**config.mk**
```make
export PLATFORM = sky130hd
export DESIGN_NAME = dual_median_obstacle_detector_unit
export DESIGN_NICKNAME = d
export VERILOG_FILES = /design/src/rtl/dmod_pkg.sv /design/src/rtl/dual_median_obstacle_detector_unit.sv /design/src/rtl/dmod_ring.sv /design/src/rtl/dmod_select.sv
export SDC_FILE = /design/constraint.sdc
export NUM_CORES = 1
export LEC_CHECK = 0
export BUFFER_PORTS_ARGS = -buffer_cell sky130_fd_sc_hd__buf_2
export CORE_AREA = 2 2 250 277
export CTS_CLUSTER_DIAMETER = 120
export DETAILED_ROUTE_END_ITERATION = 6
export DIE_AREA = 0 0 252 279
export GPL_TIMING_DRIVEN = 1
export PLACE_DENSITY = 0.66
export SLEW_MARGIN = 20
export SYNTH_ARGS = -nofsm -noshare
export SYNTH_HDL_FRONTEND = slang
export SYNTH_SLANG_ARGS = --single-unit
```
**constraint.sdc**
```tcl
create_clock -name clk -period 8.7 [get_ports clk]
set_input_delay 0.435 -clock clk [delete_from_list [all_inputs] [get_ports clk]]
set_output_delay 0.435 -clock clk [all_outputs]
set_load 0.02 [all_outputs]
```
**src/rtl/dmod_pkg.sv**
```systemverilog
// Shared types and constants of the dual median obstacle detector.
// No dependencies; every other .sv file under rtl imports this package.
package dmod_pkg;

  localparam int RAW_W = 16;
  localparam int VAL_W = 14;
  localparam int RC_W  = 3;

  localparam logic [VAL_W-1:0] NOT_READY = 14'd9999;

  // Raw codes that the sensors report on failure.
  localparam logic [RAW_W-1:0] FAULT_ZERO  = 16'd0;
  localparam logic [RAW_W-1:0] FAULT_LOW   = 16'd20;
  localparam logic [RAW_W-1:0] FAULT_HIGH  = 16'd8190;
  localparam logic [RAW_W-1:0] FAULT_RANGE = 16'd9999;

  localparam logic [VAL_W-1:0] ACCEPT_MIN_RST  = 14'd30;
  localparam logic [VAL_W-1:0] ACCEPT_MAX_RST  = 14'd2000;
  localparam logic [VAL_W-1:0] STOP_DIST_RST   = 14'd200;
  localparam logic [RC_W-1:0]  READY_COUNT_RST = 3'd3;

  typedef enum logic [1:0] {
    CFG_ACCEPT_MIN  = 2'd0,
    CFG_ACCEPT_MAX  = 2'd1,
    CFG_STOP_DIST   = 2'd2,
    CFG_READY_COUNT = 2'd3
  } cfg_idx_t;

  typedef struct packed {
    logic [RAW_W-1:0] left_raw;
    logic [RAW_W-1:0] right_raw;
  } dmod_in_t;

  typedef struct packed {
    logic [VAL_W-1:0] left_median;
    logic [VAL_W-1:0] right_median;
    logic             obstacle;
    logic             obstacle_changed;
  } dmod_out_t;

  // Median of one side as handed from the selector to the top level.
  typedef struct packed {
    logic [VAL_W-1:0] median;
    logic             ready;
  } side_res_t;

endpackage

```
**src/rtl/dual_median_obstacle_detector_unit.sv**
```systemverilog
// Accepted items enter the rings; their results are registered in out_data_r.
// Throughput: one item per cycle while the output is not stalled; the ring
// update and the rank-select median each take one register stage.
// Reset (synchronous, rst_n low) restores the register defaults and empties
// both rings by clearing their fill counts; no clearing pass is needed.
// Depends on dmod_pkg, dmod_ring and dmod_select.
module dual_median_obstacle_detector_unit #(
  parameter int WINDOW = 7
) (
  input  logic                               clk,
  input  logic                               rst_n,
  input  logic                               in_valid,
  output logic                               in_stall,
  input  dmod_pkg::dmod_in_t                 in_data,
  output logic                               out_valid,
  input  logic                               out_stall,
  output dmod_pkg::dmod_out_t                out_data,
  input  logic                               cfg_we,
  input  dmod_pkg::cfg_idx_t                 cfg_index,
  input  logic [dmod_pkg::VAL_W-1:0]         cfg_wdata
);
  import dmod_pkg::*;

  localparam int CNT_W = $clog2(WINDOW + 1);

  logic [VAL_W-1:0] accept_min_r, accept_max_r, stop_dist_r;
  logic [RC_W-1:0]  ready_count_r;

  logic             s1_valid_r, s1_valid_nxt;
  logic             out_valid_r, out_valid_nxt;
  dmod_out_t        out_data_r, out_data_nxt;
  logic             obstacle_r, obstacle_nxt;
  logic             advance;
  logic             in_accept;

  logic [WINDOW-1:0][VAL_W-1:0] left_ring, right_ring;
  logic [CNT_W-1:0]             left_fill, right_fill;
  side_res_t                    left_res, right_res;

  always_ff @(posedge clk) begin
    if (!rst_n) begin
      accept_min_r  <= ACCEPT_MIN_RST;
      accept_max_r  <= ACCEPT_MAX_RST;
      stop_dist_r   <= STOP_DIST_RST;
      ready_count_r <= READY_COUNT_RST;
    end else if (cfg_we) begin
      unique case (cfg_index)
        CFG_ACCEPT_MIN:  accept_min_r  <= cfg_wdata;
        CFG_ACCEPT_MAX:  accept_max_r  <= cfg_wdata;
        CFG_STOP_DIST:   stop_dist_r   <= cfg_wdata;
        CFG_READY_COUNT: ready_count_r <= cfg_wdata[RC_W-1:0];
        default:         accept_min_r  <= accept_min_r;
      endcase
    end
  end

  // The rings themselves are the first stage: an accepted item updates them,
  // and the next cycle the selectors read the updated contents.
  assign advance   = s1_valid_r && (!out_valid_r || !out_stall);
  assign in_stall  = s1_valid_r && !advance;
  assign in_accept = in_valid && !in_stall;

  dmod_ring #(.WINDOW(WINDOW)) u_left_ring (
    .clk        (clk),
    .rst_n      (rst_n),
    .push_en    (in_accept),
    .raw        (in_data.left_raw),
    .accept_min (accept_min_r),
    .accept_max (accept_max_r),
    .ring       (left_ring),
    .fill       (left_fill)
  );

  dmod_ring #(.WINDOW(WINDOW)) u_right_ring (
    .clk        (clk),
    .rst_n      (rst_n),
    .push_en    (in_accept),
    .raw        (in_data.right_raw),
    .accept_min (accept_min_r),
    .accept_max (accept_max_r),
    .ring       (right_ring),
    .fill       (right_fill)
  );

  dmod_select #(.WINDOW(WINDOW)) u_left_sel (
    .ring        (left_ring),
    .fill        (left_fill),
    .ready_count (ready_count_r),
    .res         (left_res)
  );

  dmod_select #(.WINDOW(WINDOW)) u_right_sel (
    .ring        (right_ring),
    .fill        (right_fill),
    .ready_count (ready_count_r),
    .res         (right_res)
  );

  always_comb begin
    s1_valid_nxt = in_accept ? 1'b1 : (advance ? 1'b0 : s1_valid_r);
    if (advance) begin
      out_valid_nxt = 1'b1;
    end else if (!out_stall) begin
      out_valid_nxt = 1'b0;
    end else begin
      out_valid_nxt = out_valid_r;
    end
    obstacle_nxt = (left_res.ready && (left_res.median < stop_dist_r)) ||
                   (right_res.ready && (right_res.median < stop_dist_r));
    out_data_nxt.left_median      = left_res.median;
    out_data_nxt.right_median     = right_res.median;
    out_data_nxt.obstacle         = obstacle_nxt;
    out_data_nxt.obstacle_changed = obstacle_nxt ^ obstacle_r;
  end

  always_ff @(posedge clk) begin
    if (!rst_n) begin
      s1_valid_r  <= 1'b0;
      out_valid_r <= 1'b0;
      obstacle_r  <= 1'b0;
    end else begin
      s1_valid_r  <= s1_valid_nxt;
      out_valid_r <= out_valid_nxt;
      if (advance) begin
        obstacle_r <= obstacle_nxt;
      end
    end
  end

  always_ff @(posedge clk) begin
    if (advance) begin
      out_data_r <= out_data_nxt;
    end
  end

  assign out_valid = out_valid_r;
  assign out_data  = out_data_r;

endmodule

```
**src/rtl/dmod_ring.sv**
```systemverilog
// Sample ring of one sensor side: acceptance check, write pointer and fill count.
// Depends on dmod_pkg.
module dmod_ring #(
  parameter int WINDOW = 7,
  localparam int IDX_W = $clog2(WINDOW),
  localparam int CNT_W = $clog2(WINDOW + 1)
) (
  input  logic                                  clk,
  input  logic                                  rst_n,
  input  logic                                  push_en,
  input  logic [dmod_pkg::RAW_W-1:0]            raw,
  input  logic [dmod_pkg::VAL_W-1:0]            accept_min,
  input  logic [dmod_pkg::VAL_W-1:0]            accept_max,
  output logic [WINDOW-1:0][dmod_pkg::VAL_W-1:0] ring,
  output logic [CNT_W-1:0]                      fill
);
  import dmod_pkg::*;

  logic [WINDOW-1:0][VAL_W-1:0] ring_r;
  logic [IDX_W-1:0]             pos_r, pos_nxt;
  logic [CNT_W-1:0]             fill_r, fill_nxt;
  logic                         reading_ok;
  logic                         push;

  always_comb begin
    reading_ok = (raw != FAULT_ZERO) && (raw != FAULT_LOW) &&
                 (raw != FAULT_HIGH) && (raw != FAULT_RANGE) &&
                 (raw >= {2'b00, accept_min}) && (raw <= {2'b00, accept_max});
    push = push_en && reading_ok;
    pos_nxt  = pos_r;
    fill_nxt = fill_r;
    if (push) begin
      pos_nxt = (pos_r == IDX_W'(WINDOW - 1)) ? '0 : pos_r + 1'b1;
      if (fill_r != CNT_W'(WINDOW)) begin
        fill_nxt = fill_r + 1'b1;
      end
    end
  end

  always_ff @(posedge clk) begin
    if (!rst_n) begin
      pos_r  <= '0;
      fill_r <= '0;
    end else begin
      pos_r  <= pos_nxt;
      fill_r <= fill_nxt;
    end
  end

  // Entries past the fill count are never read, so the ring needs no reset.
  always_ff @(posedge clk) begin
    if (push) begin
      ring_r[pos_r] <= raw[VAL_W-1:0];
    end
  end

  assign ring = ring_r;
  assign fill = fill_r;

endmodule

```
**src/rtl/dmod_select.sv**
```systemverilog
// Rank-based median selector over the valid entries of one ring.
// Depends on dmod_pkg.
module dmod_select #(
  parameter int WINDOW = 7,
  localparam int CNT_W = $clog2(WINDOW + 1),
  localparam int CMP_W = (CNT_W > dmod_pkg::RC_W) ? CNT_W : dmod_pkg::RC_W
) (
  input  logic [WINDOW-1:0][dmod_pkg::VAL_W-1:0] ring,
  input  logic [CNT_W-1:0]                       fill,
  input  logic [dmod_pkg::RC_W-1:0]              ready_count,
  output dmod_pkg::side_res_t                    res
);
  import dmod_pkg::*;

  logic [WINDOW-1:0][WINDOW-1:0] below;
  logic [WINDOW-1:0][CNT_W-1:0]  rank;
  logic [WINDOW-1:0]             hit;
  logic [VAL_W-1:0]              picked;
  logic [CNT_W-1:0]              mid;
  logic                          ready;

  // An entry's rank counts the valid entries that sort before it; equal
  // values are ordered by position so every rank is unique.
  always_comb begin
    mid = fill >> 1;
    picked = '0;
    for (int i = 0; i < WINDOW; i++) begin
      for (int j = 0; j < WINDOW; j++) begin
        below[i][j] = (CNT_W'(j) < fill) && (j != i) &&
                      ((ring[j] < ring[i]) || ((ring[j] == ring[i]) && (j < i)));
      end
      rank[i] = CNT_W'($countones(below[i]));
      hit[i]  = (CNT_W'(i) < fill) && (rank[i] == mid);
      picked  = picked | (hit[i] ? ring[i] : '0);
    end
    ready = (fill != '0) && (CMP_W'(fill) >= CMP_W'(ready_count));
    res.ready  = ready;
    res.median = ready ? picked : NOT_READY;
  end

endmodule

```
## Word-level counts from Yosys, hierarchy flattened

Index checks and enable logic that the tools add are counted.

- Add/subtract/negate cells: 74
- Magnitude comparators: 110
- Equality and inequality tests: 70
- Multiplexer cells: 28
- Bitwise operators: 13
- Reductions and logical operators: 179

Operators by type and width:

| cell | count |
|---|---|
| 14-bit less-than comparator | 86 |
| 14-bit == test | 42 |
| 14-bit 2-to-1 mux | 18 |
| 98-bit bitwise mux | 2 |
| 14-bit bitwise OR | 12 |
| 1-bit logical AND | 119 |
| 14-bit demux with 3-bit select | 2 |
| 1-bit by 1-bit adder with 2-bit output | 34 |
| 1-bit logical OR | 44 |
| 3-bit adder | 14 |
| 3-bit by 2-bit == test with 1-bit output | 14 |
| 3-bit by 1-bit adder with 3-bit output | 12 |
| 16-bit by 14-bit greater-or-equal comparator with 1-bit output | 2 |
| 16-bit by 14-bit <= comparator with 1-bit output | 2 |
| 16-bit by 13-bit != test with 1-bit output (second input constant) | 2 |
| 16-bit by 14-bit != test with 1-bit output (second input constant) | 2 |
| 16-bit by 5-bit != test with 1-bit output (second input constant) | 2 |
| 16-bit nonzero test | 2 |
| 3-bit less-than comparator (first input constant) | 6 |
| 1-bit by 3-bit adder with 3-bit output | 4 |
| 2-bit by 2-bit adder with 3-bit output | 4 |
| 3-bit by 1-bit adder with 3-bit output (second input constant) | 4 |
| 1-bit by 3-bit less-than comparator with 1-bit output (first input constant) | 4 |
| 2-bit by 3-bit less-than comparator with 1-bit output (first input constant) | 4 |
| 17 further kinds | 37 |

- Bits in registers: 286
- Input bits: 53
- Output and inout bits: 32
- Word-level logic and storage cells: 503

## Longest topological paths before layout

Gate-level depths: netlist of run 1.

- Word-level depth: 19
- Depth in mapped cells: 29
- Depth with buffers taken out: 28

## Modules after synthesis

Synthesis of run 1 repeated with hierarchy kept, for this count alone.

- Cells, all modules: 3061
- Area, all modules: 28452.3 um^2

By module, submodules not included:

| module | times used | cells an instance | area each (um^2) | seq. area each (um^2) |
|---|---|---|---|---|
| dmod_select at u_left_sel | 1 | 1122 | 8460.6 | 0.0 |
| dmod_select at u_right_sel | 1 | 1107 | 8380.5 | 0.0 |
| dmod_ring at u_left_ring | 1 | 263 | 4186.5 | 3062.9 |
| dmod_ring at u_right_ring | 1 | 253 | 4140.2 | 3062.9 |
| dual_median_obstacle_detector_unit | 1 | 316 | 3284.4 | 1861.8 |

## Worst setup path before layout of run 1

OpenSTA, ideal clock, no wires.

- Kind: reg2reg
- Start point: register u_left_ring.ring_r, in the netlist u_left_ring.ring[7]
- End point: register out_data_r, in the netlist out_data[0] (data pin)
- Data arrival time: 6.471 ns
- Required time: 8.442 ns
- Setup slack: 1.972 ns
- Stages on the path, launching flop included: 29
- Period minus slack after synthesis: 6.728 ns
- Cells stage by stage: edfxtp_1 inv_1 ha_1 a21o_1 a21o_1 a21o_1 a211oi_1 o21bai_1 a221o_1 o21ai_0 fa_1 fa_1 inv_1 ha_1 fa_1 nand2_1 nor3_1 clkbuf_1 a222oi_1 nand3_1 a221o_1 ha_1 a21o_1 a21o_1 a221o_1 a2111oi_0 o2111ai_1 o21a_2 xnor2_1

RTL lines:

| element | RTL line | text |
|---|---|---|
| start, declared | dmod_ring.sv:19 | `logic [WINDOW-1:0][VAL_W-1:0] ring_r;` |
| start signal, assigned by index | dmod_ring.sv:53 | `ring_r[pos_r] <= raw[VAL_W-1:0];` |
| end signal, assigned | dual_median_obstacle_detector_unit.sv:132 | `out_data_r <= out_data_nxt;` |
| end, declared | dual_median_obstacle_detector_unit.sv:31 | `dmod_out_t out_data_r, out_data_nxt;` |

==> results of run 1 <==
[cells in the final DEF (no fill, tap or decap), drive strengths merged, types with 24 or more instances in the layout]
cell type / netlist / final
a21o: 103 / 103
fa: 34 / 34
o211ai: 45 / 45
nor3: 39 / 39
nor2b: 68 / 68
edfxtp: 226 / 226
ha: 720 / 720
o21ai: 125 / 125
a221o: 29 / 29
a21oi: 201 / 201
and4: 32 / 32
o21a: 49 / 49
dfxtp: 60 / 60
inv: 324 / 328
a211oi: 28 / 28
a222oi: 27 / 27
nand2: 206 / 206
nand4: 118 / 118
nand3: 49 / 49
nor2: 137 / 137
nor4: 24 / 24
clkbuf: 31 / 35
buf: 14 / 120
[how the worst min path moves through the flow]
stage,slack [ps],endpoint,start,cells past startpoint
6_report,100,s1_valid_r,in_valid,2
5_1_grt,100,s1_valid_r,in_valid,2
4_1_cts,80,s1_valid_r,in_valid,2
3_5_place_dp,450,accept_min_r[13],accept_min_r[13],2
3_3_place_gp,440,accept_max_r[1],accept_max_r[1],2
2_1_floorplan,440,accept_max_r[11],accept_max_r[11],2
[final cells by class]
class	instances	area, um2
Inverter	324	1216
Tap cell	867	1085
Sequential cell	286	7988
Timing Repair Buffer	120	690.7
Multi-Input combinational cell	2263	18860
Clock inverter	21	250.2
Clock buffer	35	790.8
Antenna cell	1	2.502
Fill cell	6448	36430
[logic make-up after synthesis]
group	Yosys count
adder cells (fa/ha/maj)	754
XOR/XNOR	16
flip-flops	286
AO/OA/AOI/OAI	720
multiplexers	10
buffers and inverters	369
AND/OR/NAND/NOR	763
[power by group]
group | switching, mW | internal (mW)
logic | 0.138 | 0.0674
clock network | 0.564 | 0.804
registers | 0.0130 | 1.49
[sequential cells by signal, indices dropped and copies added, names as in the netlist]
register and cells:
stop_dist_r 14, s1_valid_r 1, u_left_ring.fill 3, u_right_ring.pos_r 3, accept_min_r 14, out_data 30
out_valid 1, u_left_ring.ring 98, ready_count_r 3, u_right_ring.fill 3, u_right_ring.ring 98, u_left_ring.pos_r 3
accept_max_r 14, obstacle_r 1
[metal layers]
metal | track usage | wire length (um)
met5 | 0 | 0
met3 | 0.03170 | 8474
met4 | 0.1332 | 5403
met2 | 0.4492 | 44080
met1 | 0.3570 | 39500
[per-stage QoR]
stage / util / power [mW] / cell area, um2 / std cells
4_1_cts: 0.4588 / 3.080 / 30880 / 3916
3_3_place_gp: 0.4433 / 1.726 / 29840 / 3860
2_1_floorplan: - / 1.634 / 28140 / 2918
3_5_place_dp: 0.4433 / 1.729 / 29840 / 3860
6_report: 0.4588 / 3.073 / 30890 / 3917
5_1_grt: 0.4588 / 3.155 / 30880 / 3916
==> results.toml, run 1 <==
[worst_setup_path]
reg2reg_depth = 25
cp.buffers_inverters = 1
cp.depth = 25
critPathArrivalTime_ps = 7940
endpoint_kind = "flop"
cpPeakStageDelay_ps = 800
path_delay_family = "compound AO/OA/AOI/OAI gates"
crit_path_top_delay_cell = "a21oi_1"
critPathMaxFanout = 9
startpoint_type = "flop"
critPathCapture = "out_data[0]"
cp.required_ps = 9020
rr_endpoint = "out_data[0]"
reg2reg_from = "u_left_ring.ring[63]"
cp_common_cell = "ha_1"
r2r_setup_slack_ps = 1080
crit_type = "reg2reg"
cp-startpoint = "u_left_ring.ring[63]"

[timing]
min_period_over_period = 0.8759
setup_viol = 0
setup_tns_ps = 0
hold_viol = 0
rsz0062_at_grt = "no"
hold_slack_ps = 98.20
tightest_slew_ps = 1101
slew_viol_final = 0
worst_slack_ps = 1079
fmax_ghz = 0.1312
fin_crit_ps = 7621
slew_headroom = 0.2636
final.setup_skew_ps = 18.53

[floorplan]
die-area_mm2 = 0.07031
core-area_mm2 = 0.06731
dieWidth_um = 252
die_y_um = 279
io_pins = 85
start_util = 0.4181
row_count = 100

[clocking]
postCtsSetupRepairBufs = 0
cts-root-buf = "clkbuf_16"
htree_levels = 1
clk-insertion-delay-late_ps = 580
path_clk_slew_ps = 60
cts_resized = 0
cts_tree = "yes"
cts.sinks = 286
ctsLongestPathBuffers = 3
cts_hold_buf = 0
cts_buffers = 30

[synthesis]
synth_fa_ha_area_frac = 0.3443
ys_ff_latch = 286
synth-main-ff-cell = "edfxtp_1"
synth-edff-count = 226
synth_common_cells = "ha_1 (720), inv_1 (323), edfxtp_1 (226), nand2_1 (206), a21oi_1 (201)"
yosysTopAreaCellShare = 0.3201
synth_compound_area_frac = 0.1714
synthXorXnorAreaFrac = 0.004979
synth_cells = 2918
synth.area.top_cells = "ha_1 (32%), edfxtp_1 (24%), inv_1 (4.3%)"
yosys.area_share.simple = 0.1419
yosysMostFrequentCell = "ha_1"
ys_seq_area_frac = 0.2838
synth-async-reset-ratio = 0
synth_area_mm2 = 0.02814
synthMuxAreaShare = 0.003557
syn_area_per_cell_um2 = 9.645
synth_top_area_cell = "ha_1"
syn-num-nets = 3725
synth_top_family_by_area = "adder cells"
synth.distinct_cells = 71
yosys_warnings = 0

[global_routing]
grtUsageTotal = 0.2735
grt_pass1_vias = 23630
grt_pass1_wl_um = 145500
antenna_found_initial = 2
grt_max_degree = 39
grt_remaining_overflow = 0

[layout]
drive_above_1_share = 0.07051
synthToLayoutAreaGrowth_pct = 9.750
nets = 3832

[placed_design]
place_ws_ps = 1153
gp_congestion = 0.9897
post-dp-hpwl_um = 77610
numPortBuffers = 84

[outcome]
status = "finished, violations left"
violations = "design-rule violations"

[worst_hold_path]
hold_class = "in2reg"

[detailed_routing]
wl_um = 97460
first_pass_iters = 7
drc = 7
viasPerCell = 6.223
initialDrtViolationCount = 2434
ant_nets = 0
vias = 24380
wl_per_cell_um = 24.88

[pwr]
p_per_area_mw_per_mm2 = 99.48
ir_drop_mv = 0.1534
power.leakage_nw = 13.65

[run]
cap_violations = 0
Note: power is estimated with default switching activity, not from simulation.
==> run 2: changes to the inputs <==
--- a/config.mk
+++ b/config.mk
@@ -6,12 +6,12 @@
 export NUM_CORES = 1
 export LEC_CHECK = 0
 export BUFFER_PORTS_ARGS = -buffer_cell sky130_fd_sc_hd__buf_2
-export CORE_AREA = 2 2 250 277
+export CORE_AREA = 2 2 219 243
 export CTS_CLUSTER_DIAMETER = 120
 export DETAILED_ROUTE_END_ITERATION = 6
-export DIE_AREA = 0 0 252 279
+export DIE_AREA = 0 0 221 245
 export GPL_TIMING_DRIVEN = 1
-export PLACE_DENSITY = 0.66
+export PLACE_DENSITY = 0.8
 export SLEW_MARGIN = 20
 export SYNTH_ARGS = -nofsm -noshare
 export SYNTH_HDL_FRONTEND = slang
==> results.toml, run 2 (synthesis gave the netlist of run 1 again) <==
[outcome]
status = "finished, violations left"
violations = "design-rule violations"

[timing]
slew_viol_final = 0
tightest_slew_ps = 1065
hold_viol = 0
min_period_over_period = 0.8966
rsz0062_at_grt = "no"
slew_headroom = 0.2873
setup_tns_ps = 0
fin_crit_ps = 7800
final.setup_skew_ps = 14.39
setup_viol = 0
fmax_ghz = 0.1282

[worst_hold_path]
whs_path_depth = 2
hold_class = "in2reg"
holdPathEnd = "s1_valid_r"
min_from = "in_valid"

[clocking]
htree_levels = 1
cts_tree = "yes"
cts-root-buf = "clkbuf_16"
cts_hold_buf = 0
cts_buffers = 27
cts_resized = 0
path_clk_slew_ps = 70
cts.sinks = 286
postCtsSetupRepairBufs = 0
ctsLongestPathBuffers = 3
clk-insertion-delay-late_ps = 580

[detailed_routing]
wl_per_cell_um = 28.13
ant_nets = 0
wl_um = 104500
drc = 32
vias = 25060
viasPerCell = 6.746
initialDrtViolationCount = 2263
first_pass_iters = 7

[pwr]
ir_drop_mv = 0.1619
netSwitchingPower_mw = 0.6827
p_per_area_mw_per_mm2 = 95.62
clkPwrFrac = 0.414
seqPwrFrac = 0.515
power.leakage_nw = 13.58
swShare = 0.2343
power_frac_comb = 0.071
intPower_mw = 2.231

[worst_setup_path]
crit_path_top_delay_cell = "fa_1"
startpoint_type = "flop"
cp.required_ps = 9030
cp_common_cell = "ha_1"
endpoint_kind = "flop"
path_delay_family = "compound AO/OA/AOI/OAI gates"
cp.buffers_inverters = 4
reg2reg_from = "u_left_ring.ring[42]"
cpPeakStageDelay_ps = 550
critPathArrivalTime_ps = 8130
r2r_setup_slack_ps = 900
crit_type = "reg2reg"
critPathMaxFanout = 15
reg2reg_depth = 27
rr_endpoint = "out_data[0]"

[layout]
drive_above_1_share = 0.06743
fin_util = 0.5877
nets = 3826
finalNonFillerCells = 3715
final_cell_area_mm2 = 0.03048
antennaDiodeCount = 0
synthToLayoutAreaGrowth_pct = 8.287
layout_commonest_cell = "ha_1"
layout_common_cells = "ha_1 (720), inv_1 (322), edfxtp_1 (226)"

[floorplan]
core-area_mm2 = 0.05186
die-area_mm2 = 0.05415
start_util = 0.5427
dieWidth_um = 221
die_y_um = 245
io_pins = 85
row_count = 88

[placed_design]
dpl.cell_count = 3665
gp_congestion = 1.096
post-dp-hpwl_um = 82690
dpl_cell_area_mm2 = 0.02957
numPortBuffers = 84

[global_routing]
grtUsageTotal = 0.3794
grt_pass1_vias = 25630
grt_remaining_overflow = 0
grt_max_degree = 39
antenna_found_initial = 3
grt_pass1_wl_um = 155500

[run]
cap_violations = 0
## run 2: cell types whose count changed in the layout (fill, tap and decap cells not counted), sizes merged
cell and change:
buf -3, bufinv -3, clkbuf +4, clkinv -3, clkinvlp -1, diode -1
inv -3
## run 2: power by group through the flow
stage,Clock (mW),Combinational [mW],Sequential [mW]
floorplan,0,0.108,1.53
global route,1.26,0.225,1.50
finish,1.21,0.206,1.50
detailed placement,0,0.198,1.53
global placement,0,0.189,1.53
CTS,1.21,0.200,1.50
## run 2: cell type report
| class | instances | area, um2 |
|---|---|---|
| Fill cell | 4362 | 21380 |
| Multi-Input combinational cell | 2263 | 18850 |
| Sequential cell | 286 | 7988 |
| Inverter | 324 | 1216 |
| Tap cell | 675 | 844.6 |
| Clock buffer | 39 | 763.2 |
| Timing Repair Buffer | 117 | 675.6 |
| Clock inverter | 11 | 136.4 |
## run 2: worst max-delay path by stage
stage,from,endpoint,slack (ps),depth (start not counted)
after floorplan,u_left_ring.ring[7],out_data[0],1970,28
after global placement,u_left_ring.ring[45],out_data[0],1240,25
after detailed placement,u_left_ring.ring[63],out_data[0],1070,25
after CTS,u_left_ring.ring[63],out_data[0],1050,25
after global routing,u_left_ring.ring[21],out_data[0],620,26
final,u_left_ring.ring[42],out_data[0],900,27
## run 2: metrics by stage
stage / total power [mW] / worst slack [ps] / hold WS (ps)
after floorplan: 1.634 / 1972 / 436.3
after global placement: 1.718 / 1239 / 441.6
after detailed placement: 1.728 / 1074 / 449.8
after CTS: 2.908 / 1055 / 80.20
after global routing: 2.984 / 618.5 / 94.50
final: 2.914 / 899.7 / 89.53
## run 2: layer usage
| layer | part of all wire | GRT usage |
|---|---|---|
| met5 | 0.00035 | 0 |
| met4 | 0.099 | 0.3071 |
| met3 | 0.089 | 0.06596 |
| met2 | 0.46 | 0.6439 |
| met1 | 0.35 | 0.4199 |
